==> config.mk <==
export PLATFORM = sky130hd
export DESIGN_NAME = clock_sweep_buffer_cache_unit
export DESIGN_NICKNAME = d
export VERILOG_FILES = /design/src/rtl/core/csbc_pkg.sv /design/src/rtl/core/csbc_frame_store.sv /design/src/rtl/core/clock_sweep_buffer_cache_unit.sv
export SDC_FILE = /design/constraint.sdc
export NUM_CORES = 2
export LEC_CHECK = 0
export ABC_CLOCK_PERIOD_IN_PS = 6100
export BUFFER_PORTS_ARGS = -buffer_cell sky130_fd_sc_hd__buf_2
export CAP_MARGIN = 10
export CELL_PAD_IN_SITES_DETAIL_PLACEMENT = 2
export CELL_PAD_IN_SITES_GLOBAL_PLACEMENT = 2
export CORE_ASPECT_RATIO = 1.5
export CORE_MARGIN = 10
export CORE_UTILIZATION = 32
export CTS_BUF_LIST = sky130_fd_sc_hd__clkbuf_4 sky130_fd_sc_hd__clkbuf_8
export DETAILED_ROUTE_END_ITERATION = 6
export HOLD_SLACK_MARGIN = 0.1
export PLACE_DENSITY = 0.57
export SYNTH_ARGS = -nofsm -noshare
export SYNTH_HDL_FRONTEND = slang
export SYNTH_SLANG_ARGS = --single-unit
==> constraint.sdc <==
create_clock -name clk -period 6.1 [get_ports clk]
set_input_delay 0.915 -clock clk [delete_from_list [all_inputs] [get_ports clk]]
set_output_delay 0.915 -clock clk [all_outputs]
set_load 0.01 [all_outputs]
==> src/rtl/core/csbc_pkg.sv <==
package csbc_pkg;

	// Default build parameters
	localparam int DEF_NUM_FRAMES = 64;
	localparam int DEF_USAGE_BITS = 3;

	// Smallest number of frames the sweep may use
	localparam int MIN_ACTIVE = 8;

	// Block counter wraps after this number
	localparam logic [31:0] MAX_BLOCK = 32'hFFFF_FFFE;

	// Register reset values
	localparam logic [6:0] ACTIVE_RESET = 7'd64;
	localparam logic [2:0] MAX_USAGE_RESET = 3'd5;

	// Register index, taken from paddr[2]
	localparam logic REG_ACTIVE_BUFFERS = 1'b0;
	localparam logic REG_MAX_USAGE = 1'b1;

	// Command codes
	typedef enum logic [2:0] {
		OP_READ   = 3'd0,
		OP_NEW    = 3'd1,
		OP_DIRTY  = 3'd2,
		OP_LOCK   = 3'd3,
		OP_UNLOCK = 3'd4,
		OP_CLEAR  = 3'd5
	} op_t;

	// One command
	typedef struct packed {
		logic [2:0]  operation;
		logic [31:0] block_number;
		logic [5:0]  frame_index;
	} req_t;

	// One result
	typedef struct packed {
		logic [5:0]  frame_out;
		logic        hit;
		logic [31:0] assigned_block;
		logic        load_needed;
		logic        writeback_valid;
		logic [31:0] writeback_block;
		logic        error_code;
	} rsp_t;

endpackage

==> src/rtl/core/csbc_frame_store.sv <==
// Per-frame storage: tag array and packed state array
// (valid, dirty, locked, usage), one read and one write port each.
module csbc_frame_store #(
	parameter int NUM_FRAMES = csbc_pkg::DEF_NUM_FRAMES,
	parameter int META_W = csbc_pkg::DEF_USAGE_BITS + 3,
	localparam int AW = $clog2(NUM_FRAMES)
) (
	input  logic              clk,
	input  logic [AW-1:0]     rd_addr,
	output logic [META_W-1:0] meta_rd,
	output logic [31:0]       tag_rd,
	input  logic [AW-1:0]     wr_addr,
	input  logic              meta_we,
	input  logic [META_W-1:0] meta_wd,
	input  logic              tag_we,
	input  logic [31:0]       tag_wd
);

	logic [META_W-1:0] meta_mem [NUM_FRAMES];
	logic [31:0]       tag_mem [NUM_FRAMES];

	// State array
	always_ff @(posedge clk) begin
		if (meta_we) begin
			meta_mem[wr_addr] <= meta_wd;
		end
		meta_rd <= meta_mem[rd_addr];
	end

	// Tag array
	always_ff @(posedge clk) begin
		if (tag_we) begin
			tag_mem[wr_addr] <= tag_wd;
		end
		tag_rd <= tag_mem[rd_addr];
	end

endmodule

==> src/rtl/core/clock_sweep_buffer_cache_unit.sv <==
// Clock-sweep buffer cache controller. A command is taken when start is high
// and busy is low; its single result appears on result for exactly one cycle
// with done high and must be captured then, since the receiver cannot stall.
// All per-frame state sits in one frame store read one frame per cycle, so every
// command is processed one at a time by a single sequencer. After reset, and
// for a clear-all command, a clearing pass writes NUM_FRAMES frames, one per
// cycle, while busy is high. Mark dirty, lock and unlock read the frame, then
// write it back; an unknown code or an out-of-range frame index is answered
// from the idle state. A read that hits ends at the lowest matching frame; a
// miss or a new block first searches the tags of all NUM_FRAMES frames (and a
// new block whose number is still resident is then dropped from its frame),
// then the sweep examines one frame per cycle and finishes when it meets an
// unlocked frame at usage zero. When every active frame is locked the command
// ends after the search with error_code set.
module clock_sweep_buffer_cache_unit #(
	parameter int NUM_FRAMES = csbc_pkg::DEF_NUM_FRAMES,
	parameter int USAGE_BITS = csbc_pkg::DEF_USAGE_BITS
) (
	input  logic              clk,
	input  logic              arst_n,
	input  logic              start,
	output logic              busy,
	input  csbc_pkg::req_t    request,
	output logic              done,
	output csbc_pkg::rsp_t    result,
	input  logic              psel,
	input  logic              penable,
	input  logic              pwrite,
	input  logic [2:0]        paddr,
	input  logic [31:0]       pwdata,
	output logic [31:0]       prdata,
	output logic              pready
);

	localparam int AW = $clog2(NUM_FRAMES);
	localparam int CW = $clog2(NUM_FRAMES + 1);
	localparam int META_W = USAGE_BITS + 3;
	localparam int V_BIT = USAGE_BITS + 2;
	localparam int D_BIT = USAGE_BITS + 1;
	localparam int L_BIT = USAGE_BITS;
	localparam int USAGE_LIM = (1 << USAGE_BITS) - 1;
	localparam logic [AW-1:0] LAST_FRAME = AW'(NUM_FRAMES - 1);
	localparam logic [CW-1:0] FRAME_CNT = CW'(NUM_FRAMES);

	typedef enum logic [2:0] {
		ST_CLR,
		ST_IDLE,
		ST_SCAN,
		ST_DROP,
		ST_SWEEP,
		ST_FRD,
		ST_FEV
	} state_t;

	state_t             state_q;
	logic [6:0]         active_q;
	logic [2:0]         max_usage_q;
	logic [AW-1:0]      hand_q;
	logic [31:0]        next_blk_q;
	logic [31:0]        blk_q;
	logic               is_new_q;
	logic [2:0]         op_q;
	logic [5:0]         fi_q;
	logic [CW-1:0]      idx_q;
	logic               found_q;
	logic [AW-1:0]      found_idx_q;
	logic               found_lock_q;
	logic               unlocked_q;
	logic [AW-1:0]      sw_ptr_q;
	logic               clr_reply_q;
	logic               done_q;
	csbc_pkg::rsp_t     result_q;
	logic               pend_s1;
	logic [AW-1:0]      rd_idx_s1;

	// Memory port signals
	logic [AW-1:0]      rd_addr;
	logic [META_W-1:0]  meta_rd;
	logic [31:0]        tag_rd;
	logic [AW-1:0]      wr_addr;
	logic               meta_we;
	logic [META_W-1:0]  meta_wd;
	logic               tag_we;
	logic               issue;

	// Derived values
	logic [CW-1:0]         act;
	logic [USAGE_BITS-1:0] emax;
	logic [AW-1:0]         hand_start;
	logic [AW-1:0]         sw_next;
	logic [AW-1:0]         victim_next;
	logic                  rd_valid;
	logic                  rd_dirty;
	logic                  rd_locked;
	logic [USAGE_BITS-1:0] rd_usage;
	logic                  hit_now;
	logic                  unl_now;
	logic                  fi_ok;
	logic                  cfg_wr;

	csbc_frame_store #(
		.NUM_FRAMES (NUM_FRAMES),
		.META_W     (META_W)
	) u_store (
		.clk     (clk),
		.rd_addr (rd_addr),
		.meta_rd (meta_rd),
		.tag_rd  (tag_rd),
		.wr_addr (wr_addr),
		.meta_we (meta_we),
		.meta_wd (meta_wd),
		.tag_we  (tag_we),
		.tag_wd  (blk_q)
	);

	// Clamp registers to their usable ranges
	always_comb begin
		int a;
		int m;
		a = int'(active_q);
		if (a < csbc_pkg::MIN_ACTIVE) a = csbc_pkg::MIN_ACTIVE;
		if (a > NUM_FRAMES) a = NUM_FRAMES;
		act = CW'(a);
		m = int'(max_usage_q);
		if (m < 1) m = 1;
		if (m > USAGE_LIM) m = USAGE_LIM;
		emax = USAGE_BITS'(m);
	end

	// Hand arithmetic: restart at zero past the active range
	always_comb begin
		hand_start = (CW'(hand_q) >= act) ? '0 : hand_q;
		sw_next = (CW'(sw_ptr_q) + CW'(1) >= act) ? '0 : AW'(CW'(sw_ptr_q) + CW'(1));
		victim_next = (CW'(rd_idx_s1) + CW'(1) >= act) ? '0 :
			AW'(CW'(rd_idx_s1) + CW'(1));
	end

	// Fields of the frame just read
	assign rd_valid  = meta_rd[V_BIT];
	assign rd_dirty  = meta_rd[D_BIT];
	assign rd_locked = meta_rd[L_BIT];
	assign rd_usage  = meta_rd[USAGE_BITS-1:0];
	assign hit_now   = pend_s1 && rd_valid && (tag_rd == blk_q);
	assign unl_now   = pend_s1 && !rd_locked && (CW'(rd_idx_s1) < act);
	assign fi_ok     = 32'(request.frame_index) < 32'(NUM_FRAMES);

	// Memory addressing and write data per state
	always_comb begin
		rd_addr = idx_q[AW-1:0];
		issue = 1'b0;
		wr_addr = rd_idx_s1;
		meta_we = 1'b0;
		meta_wd = meta_rd;
		tag_we = 1'b0;
		unique case (state_q)
			ST_CLR: begin
				wr_addr = idx_q[AW-1:0];
				meta_we = 1'b1;
				meta_wd = '0;
			end
			ST_SCAN: begin
				issue = (idx_q < FRAME_CNT);
				// usage bump on a read hit
				if (hit_now && !is_new_q) begin
					meta_we = 1'b1;
					if (rd_usage < emax) begin
						meta_wd[USAGE_BITS-1:0] = rd_usage + USAGE_BITS'(1);
					end
				end
			end
			ST_DROP: begin
				// stale copy of the new block number: invalid, clean, usage zero
				wr_addr = found_idx_q;
				meta_we = 1'b1;
				meta_wd = '0;
				meta_wd[L_BIT] = found_lock_q;
			end
			ST_SWEEP: begin
				rd_addr = sw_ptr_q;
				issue = 1'b1;
				if (pend_s1 && !rd_locked) begin
					meta_we = 1'b1;
					if (rd_usage != '0) begin
						meta_wd[USAGE_BITS-1:0] = rd_usage - USAGE_BITS'(1);
					end else begin
						meta_wd = '0;
						meta_wd[V_BIT] = 1'b1;
						meta_wd[USAGE_BITS-1:0] = USAGE_BITS'(1);
						tag_we = 1'b1;
					end
				end
			end
			ST_FRD: begin
				rd_addr = AW'(fi_q);
				issue = 1'b1;
			end
			ST_FEV: begin
				meta_we = 1'b1;
				case (op_q)
					csbc_pkg::OP_DIRTY: meta_wd[D_BIT] = rd_dirty | rd_valid;
					csbc_pkg::OP_LOCK:  meta_wd[L_BIT] = 1'b1;
					default:            meta_wd[L_BIT] = 1'b0;
				endcase
			end
			default: begin
			end
		endcase
	end

	// Sequencer, configuration registers and result register
	always_ff @(posedge clk or negedge arst_n) begin
		if (!arst_n) begin
			state_q <= ST_CLR;
			active_q <= csbc_pkg::ACTIVE_RESET;
			max_usage_q <= csbc_pkg::MAX_USAGE_RESET;
			hand_q <= '0;
			next_blk_q <= '0;
			idx_q <= '0;
			clr_reply_q <= 1'b0;
			done_q <= 1'b0;
			pend_s1 <= 1'b0;
		end else begin
			done_q <= 1'b0;
			pend_s1 <= issue;
			rd_idx_s1 <= rd_addr;

			// configuration write
			if (cfg_wr) begin
				unique case (paddr[2])
					csbc_pkg::REG_ACTIVE_BUFFERS: active_q <= pwdata[6:0];
					csbc_pkg::REG_MAX_USAGE:      max_usage_q <= pwdata[2:0];
					default: begin
					end
				endcase
			end

			unique case (state_q)
				ST_CLR: begin
					idx_q <= idx_q + CW'(1);
					if (idx_q[AW-1:0] == LAST_FRAME) begin
						state_q <= ST_IDLE;
						if (clr_reply_q) begin
							done_q <= 1'b1;
							result_q <= '0;
						end
						clr_reply_q <= 1'b0;
					end
				end
				ST_IDLE: begin
					if (start) begin
						op_q <= request.operation;
						fi_q <= request.frame_index;
						idx_q <= '0;
						found_q <= 1'b0;
						unlocked_q <= 1'b0;
						case (request.operation) inside
							csbc_pkg::OP_READ: begin
								blk_q <= request.block_number;
								is_new_q <= 1'b0;
								state_q <= ST_SCAN;
							end
							csbc_pkg::OP_NEW: begin
								blk_q <= next_blk_q;
								is_new_q <= 1'b1;
								state_q <= ST_SCAN;
							end
							csbc_pkg::OP_DIRTY, csbc_pkg::OP_LOCK, csbc_pkg::OP_UNLOCK: begin
								if (fi_ok) begin
									state_q <= ST_FRD;
								end else begin
									done_q <= 1'b1;
									result_q <= '0;
									result_q.frame_out <= request.frame_index;
								end
							end
							csbc_pkg::OP_CLEAR: begin
								next_blk_q <= '0;
								clr_reply_q <= 1'b1;
								state_q <= ST_CLR;
							end
							default: begin
								done_q <= 1'b1;
								result_q <= '0;
							end
						endcase
					end
				end
				ST_SCAN: begin
					if (issue) begin
						idx_q <= idx_q + CW'(1);
					end
					if (hit_now && !is_new_q) begin
						// read hit: done at the lowest matching frame
						done_q <= 1'b1;
						result_q <= '0;
						result_q.frame_out <= 6'(rd_idx_s1);
						result_q.hit <= 1'b1;
						result_q.assigned_block <= blk_q;
						state_q <= ST_IDLE;
					end else if (pend_s1) begin
						if (hit_now && !found_q) begin
							found_q <= 1'b1;
							found_idx_q <= rd_idx_s1;
							found_lock_q <= rd_locked;
						end
						if (unl_now) begin
							unlocked_q <= 1'b1;
						end
						if (rd_idx_s1 == LAST_FRAME) begin
							sw_ptr_q <= hand_start;
							if (!(unlocked_q || unl_now)) begin
								// every active frame locked
								done_q <= 1'b1;
								result_q <= '0;
								result_q.error_code <= 1'b1;
								state_q <= ST_IDLE;
							end else if (is_new_q) begin
								next_blk_q <= (next_blk_q >= csbc_pkg::MAX_BLOCK) ? '0 :
									next_blk_q + 32'd1;
								state_q <= (found_q || hit_now) ? ST_DROP : ST_SWEEP;
							end else begin
								state_q <= ST_SWEEP;
							end
						end
					end
				end
				ST_DROP: begin
					sw_ptr_q <= hand_start;
					state_q <= ST_SWEEP;
				end
				ST_SWEEP: begin
					sw_ptr_q <= sw_next;
					if (pend_s1 && !rd_locked && rd_usage == '0) begin
						// victim found
						done_q <= 1'b1;
						result_q <= '0;
						result_q.frame_out <= 6'(rd_idx_s1);
						result_q.assigned_block <= blk_q;
						result_q.load_needed <= !is_new_q;
						if (rd_valid && rd_dirty) begin
							result_q.writeback_valid <= 1'b1;
							result_q.writeback_block <= tag_rd;
						end
						hand_q <= victim_next;
						state_q <= ST_IDLE;
					end
				end
				ST_FRD: begin
					state_q <= ST_FEV;
				end
				ST_FEV: begin
					done_q <= 1'b1;
					result_q <= '0;
					result_q.frame_out <= fi_q;
					if (rd_valid) begin
						result_q.assigned_block <= tag_rd;
					end
					state_q <= ST_IDLE;
				end
				default: begin
					state_q <= ST_IDLE;
				end
			endcase
		end
	end

	// Configuration port
	assign cfg_wr = psel && penable && pwrite && pready;
	assign pready = 1'b1;

	always_comb begin
		unique case (paddr[2])
			csbc_pkg::REG_ACTIVE_BUFFERS: prdata = {25'd0, active_q};
			csbc_pkg::REG_MAX_USAGE:      prdata = {29'd0, max_usage_q};
			default:                      prdata = '0;
		endcase
	end

	assign busy = (state_q != ST_IDLE);
	assign done = done_q;
	assign result = result_q;

endmodule
# Word level (Yosys, flattened, before mapping)
# Memory sizes are Yosys's and may differ from the RTL's. A register that Yosys moved wholly into a read port is not among the register bits.
# Cells that the tools add are included.
dict set report word_totals {
  ff_bits 198
  ram_bits 2432
  input_bits 82
  output_inout_bits 109
  wordCells 240
  mem_count 2
}
# memory depth word_bits read_ports rd_ports_with_merged_regs wr line_no
set mem_list {}
lappend mem_list {u_store.tag_mem 64 32 1 1 1 csbc_frame_store.sv:20} ;# logic [31:0] tag_mem [NUM_FRAMES];
lappend mem_list {u_store.meta_mem 64 6 1 1 1 csbc_frame_store.sv:19} ;# logic [META_W-1:0] meta_mem [NUM_FRAMES];
dict set report op_classes {
  n_addsub 6
  n_lt_le_gt_ge 11
  n_eq_ne 38
  n_mux 111
  bitwise_logic 3
  reduce_logical 43
}
# operator n
set ops {}
lappend ops {{two-way mux 74 bit} 12}
lappend ops {{two-way mux 32 bit} 14}
lappend ops {{one-hot mux 74 bit (5 select lines)} 1}
lappend ops {{one-hot mux 32 bit (2 select lines)} 2}
lappend ops {{two-way mux 3 bit} 19}
lappend ops {{two-way mux 6 bit} 7}
lappend ops {{two-way mux 1 bit} 36}
lappend ops {{!= test 2 bit (second input constant)} 17}
lappend ops {{two-way mux 33 bit} 1}
lappend ops {{adder 32 x 1 -> 32 bit (second input constant)} 1}
lappend ops {{equality test 32 bit} 1}
lappend ops {{>= comparator 32 bit (second input constant)} 1}
lappend ops {{> comparator 32 x 4 -> 1 bit (second input constant)} 1}
lappend ops {{> comparator 32 x 8 -> 1 bit (second input constant)} 1}
lappend ops {{two-way mux 7 bit} 4}
lappend ops {{one-hot mux 6 bit (2 select lines)} 2}
lappend ops {{one-hot mux 7 bit (3 select lines)} 1}
lappend ops {{equality test 3 x 2 -> 1 bit (second input constant)} 6}
lappend ops {{one-hot mux 3 bit (6 select lines)} 1}
lappend ops {{one-hot mux 6 bit (3 select lines)} 1}
lappend ops {{AND reduction 6 bit} 3}
lappend ops {{equality test 3 bit (second input constant)} 5}
lappend ops {{adder 6 x 1 -> 7 bit (second input constant)} 2}
lappend ops {{>= comparator 7 bit} 2}
lappend ops {{37 further kinds} 71}

# Longest topological paths before layout
dict set report logic_depth {
  depth_word 12
  ltp_mapped 15
  depth_no_buf 11
}

# Hierarchy
# From an unflattened synthesis, not the netlist that was laid out.
dict set report unflattened {
  cells_unflattened 4841
  area_unflattened_um2 104088.6
}
# mod instances cells_per_inst area_each_um2 seq_area_each_um2
set modules_own_cells {}
lappend modules_own_cells {csbc_frame_store 1 3872 93373.3 73790.8}
lappend modules_own_cells {clock_sweep_buffer_cache_unit 1 969 10715.3 5644.2}

# Worst setup path before layout
# Ideal clock, no wire load.
dict set report synth_timing {
  path_type {register to register}
  start {register blk_q[25]}
  end {memory u_store.meta_mem[0][0] (netlist name), data pin}
  setup_ps 701
  arrival_time_ps 4753
  required_time_ps 5399
  path_slack_ps 645
  path_stages_with_launch 8
  n_path_buf 0
  period_less_slack_ps 5455
  cell_sequence {edfxtp_1 xnor2_1 nand4_1 or3_1 nor4_1 and4b_1 mux2i_1 o21ai_0}
}
dict set report synth_between {
  elab_chain_len 5
}
# element line_no
set synth_rtl {}
lappend synth_rtl {{start: declaration} clock_sweep_buffer_cache_unit.sv:60} ;# logic [31:0] blk_q;
lappend synth_rtl {{start signal: assignment} clock_sweep_buffer_cache_unit.sv:258} ;# blk_q <= request.block_number;
lappend synth_rtl {{start signal: assignment} clock_sweep_buffer_cache_unit.sv:263} ;# blk_q <= next_blk_q;
lappend synth_rtl {{equality test 32 bit} clock_sweep_buffer_cache_unit.sv:143} ;# assign hit_now = pend_s1 && rd_valid && (tag_rd == blk_q);
lappend synth_rtl {{logical AND 1 bit} clock_sweep_buffer_cache_unit.sv:143}
lappend synth_rtl {{logical AND 1 bit} clock_sweep_buffer_cache_unit.sv:164} ;# if (hit_now && !is_new_q) begin
lappend synth_rtl {{two-way mux 3 bit} clock_sweep_buffer_cache_unit.sv:164}
lappend synth_rtl {{one-hot mux 3 bit (3 select lines)} clock_sweep_buffer_cache_unit.sv:155} ;# unique case (state_q)
lappend synth_rtl {{named net meta_wd[0]} clock_sweep_buffer_cache_unit.sv:82} ;# logic [META_W-1:0] meta_wd;
lappend synth_rtl {{end: declaration} csbc_frame_store.sv:19}
# The timed path passes the listed nets, and every way through them passes these cells.

# Worst setup path after layout
dict set report layout_timing {
  start {register state_q[0]}
  end {register u_store.tag_rd[3], read port of u_store.tag_mem}
}
dict set report layout_between {
  elab_chain_len 2
  elab_cells_between_ends 3
  cone_classes {eq/ne (2); mux (1)}
}
# element line_no
set layout_rtl {}
lappend layout_rtl {{start: declaration} clock_sweep_buffer_cache_unit.sv:55} ;# state_t state_q;
lappend layout_rtl {{start signal: assignment} clock_sweep_buffer_cache_unit.sv:320} ;# state_q <= (found_q || hit_now) ? ST_DROP : ST_SWEEP;
lappend layout_rtl {{equality test 3 bit} clock_sweep_buffer_cache_unit.sv:155}
lappend layout_rtl {{one-hot mux 6 bit (2 select lines) *} clock_sweep_buffer_cache_unit.sv:155}
lappend layout_rtl {{end: declaration} csbc_frame_store.sv:11} ;# output logic [31:0] tag_rd,
# Every way passes the cells marked *; elsewhere a longest branch is shown, timed or not.
# A chain may end at the register's enable or synchronous reset.

==> impl_metrics.env <==
export IMPL_status="finished clean"
export IMPL_port_buffers=137
export IMPL_root_buffer="clkbuf_8"
export IMPL_die_area_mm2=0.365
export IMPL_critPathLaunch="state_q[0]$_DFFE_PN0P_"
export IMPL_synth_edf_count=2569
export IMPL_hold_slack_ns=0.206
export IMPL_die_w_um=497
export IMPL_clkSinkCount=2668
export IMPL_hp_class="input port to flop"
export IMPL_power_total_mw=55.5
export IMPL_cp_end_kind="flop"
export IMPL_wl_per_cell_um=31.6
export IMPL_final_cell_mix="edfxtp_1, nand2_1, nand3_1"
export IMPL_path_class="flop to flop"
export IMPL_avgSynthCellArea_um2=13.5
export IMPL_drt_iter0_markers=5125
export IMPL_reg2reg_slack_ns=0.89
export IMPL_ioPinCount=191
export IMPL_yosys_warnings=0
export IMPL_powerDensity_mw_per_mm2=441
export IMPL_drive_gt1_frac=0.156
export IMPL_rows=262
export IMPL_dp_hpwl_um=252000
export IMPL_r2r_end="u_store.tag_rd[3]$_DFF_P_"
export IMPL_max_slew_margin_rel=0.141
export IMPL_syn_to_final_growth_pct=15.5
export IMPL_initial_utilization=0.321
export IMPL_coreArea_mm2=0.339
export IMPL_netlist_instances=8048
export IMPL_crit_end="u_store.tag_rd[3]$_DFF_P_"
export IMPL_numCtsBuffers=430
export IMPL_h_tree_depth=5
export IMPL_postCtsHoldBufs=28
export IMPL_grt_pass1_wl_um=591000
export IMPL_fillers=34173
export IMPL_routed_wirelength_um=422000
export IMPL_yosysSeqAreaShare=0.729
export IMPL_synth_seq_cells=2668
export IMPL_insertion_delay_ns=1.10
export IMPL_worst_clock_skew_ns=0.0683
export IMPL_hold_depth=2
export IMPL_fin_tns_setup_ns=0
export IMPL_timing_rr_start="state_q[0]$_DFFE_PN0P_"
export IMPL_irDropWorstVdd_v=0.000572
export IMPL_ctsLongestPathBuffers=4
export IMPL_worstPathMaxFanout=80
export IMPL_grt_most_used_layer="met2"
export IMPL_post_place_cells=12465
export IMPL_post_cts_buffers=0
export IMPL_reg2reg_depth=9
export IMPL_maxCapViolCount=0
export IMPL_finalCritPeriodShare=0.854
export IMPL_ys_flop_type="edfxtp_1"
export IMPL_netlist_area_mm2=0.109
export IMPL_grt_max_degree=163
export IMPL_startpoint_type="flop"
export IMPL_place_congestion=0.794
export IMPL_arrival_ns=5.95
export IMPL_final_cells=13371
export IMPL_firstDrtPassIters=6
export IMPL_rsz0062_at_grt="no"
export IMPL_hold_violations=0
export IMPL_synth_cell_types=77
export IMPL_antenna_left=0
export IMPL_drv_slew=0
export IMPL_period_needed_ns=5.21
export IMPL_num_vias=71713
export IMPL_tightestPinTransition_ns=1.29
export IMPL_antenna_found_initial=31
export IMPL_grt_pass1_vias=78374
export IMPL_cts_tree="yes"
export IMPL_fmax_mhz=192
export IMPL_overflow=0
export IMPL_grt_use_met3=0.0255
export IMPL_die_h_um=735
export IMPL_drc=0
export IMPL_setup_viol_count_final=0
export IMPL_grt_usage=0.224
export IMPL_grt_use_met2=0.410
export IMPL_required_ns=6.84
export IMPL_p_leak_nw=42.7
export IMPL_vias_per_cell=5.36
export IMPL_nets=8556
export IMPL_async_flop_share=0.0229
export IMPL_clk_pin_slew_ns=0.07
export IMPL_final_common_cell="edfxtp_1"
export IMPL_use_met1=0.260
export IMPL_ctsResizeCount=0
## state kept, by name, indices dropped and copies added (netlist names), 6 cells and up
name,cells
fi_q,6
u_store.tag_rd,32
u_store.meta_mem,384
u_store.tag_mem,2048
u_store.meta_rd,6
idx_q,7
rd_idx_s1,6
active_q,7
found_idx_q,6
sw_ptr_q,6
hand_q,6
result,74
next_blk_q,32
blk_q,32
## worst min-delay path by stage
stage / endpoint / slack [ns] / start
finish: blk_q[20]$_DFFE_PP_ / 0.21 / request[26]
global placement: next_blk_q[30]$_DFFE_PN0P_ / 0.51 / next_blk_q[30]$_DFFE_PN0P_
CTS: blk_q[11]$_DFFE_PP_ / 0.10 / request[17]
global route: blk_q[11]$_DFFE_PP_ / 0.15 / request[17]
detailed placement: active_q[0]$_DFFE_PN0P_ / 0.53 / active_q[0]$_DFFE_PN0P_
floorplan: found_idx_q[2]$_DFFE_PP_ / 0.45 / rd_idx_s1[2]$_DFFE_PP_
## power breakdown
part	switching [mW]	total, mW	internal [mW]
sequential	0.794	22.0	21.2
combinational	12.5	17.4	4.82
clock	7.56	16.1	8.53
## critical path, stage by stage, from the launching register on
cell	delay, ns
dfrtp_1	0.96
mux2_2	0.47
mux2i_4	0.36
buf_12	0.44
buf_4	0.78
nand3_1	0.17
nand3_1	0.24
a41oi_1	0.14
buf_4	0.25
or4_1	0.96
## through the flow
stage          setup slack (ns)  cell area, um^2   util
2_1_floorplan             0.645           109000      -
3_3_place_gp              0.942           117000  0.344
3_5_place_dp              0.902           117000  0.344
4_1_cts                   0.828           126000  0.370
5_1_grt                   0.626           126000  0.371
6_report                  0.889           126000  0.371
## synth_stat cells, types with 76 or more instances
library cell,n,share of area
edfxtp_1,2569,0.71
nand2_1,1890,0.065
nand3_1,906,0.042
mux2i_1,277,0.025
clkbuf_1,251,0.0086
nor2_1,220,0.0076
a21oi_1,212,0.0097
buf_2,169,0.0078
nand3b_1,137,0.0094
nor3_1,103,0.0047
a311oi_1,97,0.0078
nand2b_1,76,0.0044
o21ai_0,76,0.0035
## cell type report
type / instances / area, um^2 / share of cell area
Multi-Input combinational cell: 4827 / 27800 / 0.221
Clock buffer: 613 / 7580 / 0.0602
Tap cell: 4488 / 5620 / 0.0446
Clock inverter: 166 / 1120 / 0.00887
Timing Repair Buffer: 471 / 3890 / 0.0309
Antenna cell: 99 / 248 / 0.00197
Sequential cell: 2668 / 79400 / 0.631
Inverter: 39 / 161 / 0.00128
## cells by family (layout without fill, tap and decap cells)
| logic type | Yosys count | in the layout | synth area share |
|---|---|---|---|
| xor+xnor | 54 | 54 | 0.00434 |
| mux | 390 | 390 | 0.0438 |
| simple gates | 3575 | 3575 | 0.148 |
| fa+ha+maj | 37 | 37 | 0.00425 |
| compound gates | 745 | 745 | 0.0476 |
| buf+inv | 577 | 1289 | 0.0237 |
| other cells | 2 | 125 | 0.0000689 |
| flops | 2668 | 2668 | 0.729 |
## metal layers
layer  wire length (um)  share of wire
met3              15400          0.036
met4              21300          0.051
met1             162000           0.38
met5                  0              0
met2             223000           0.53
Note: power is estimated with default switching activity, not from simulation.
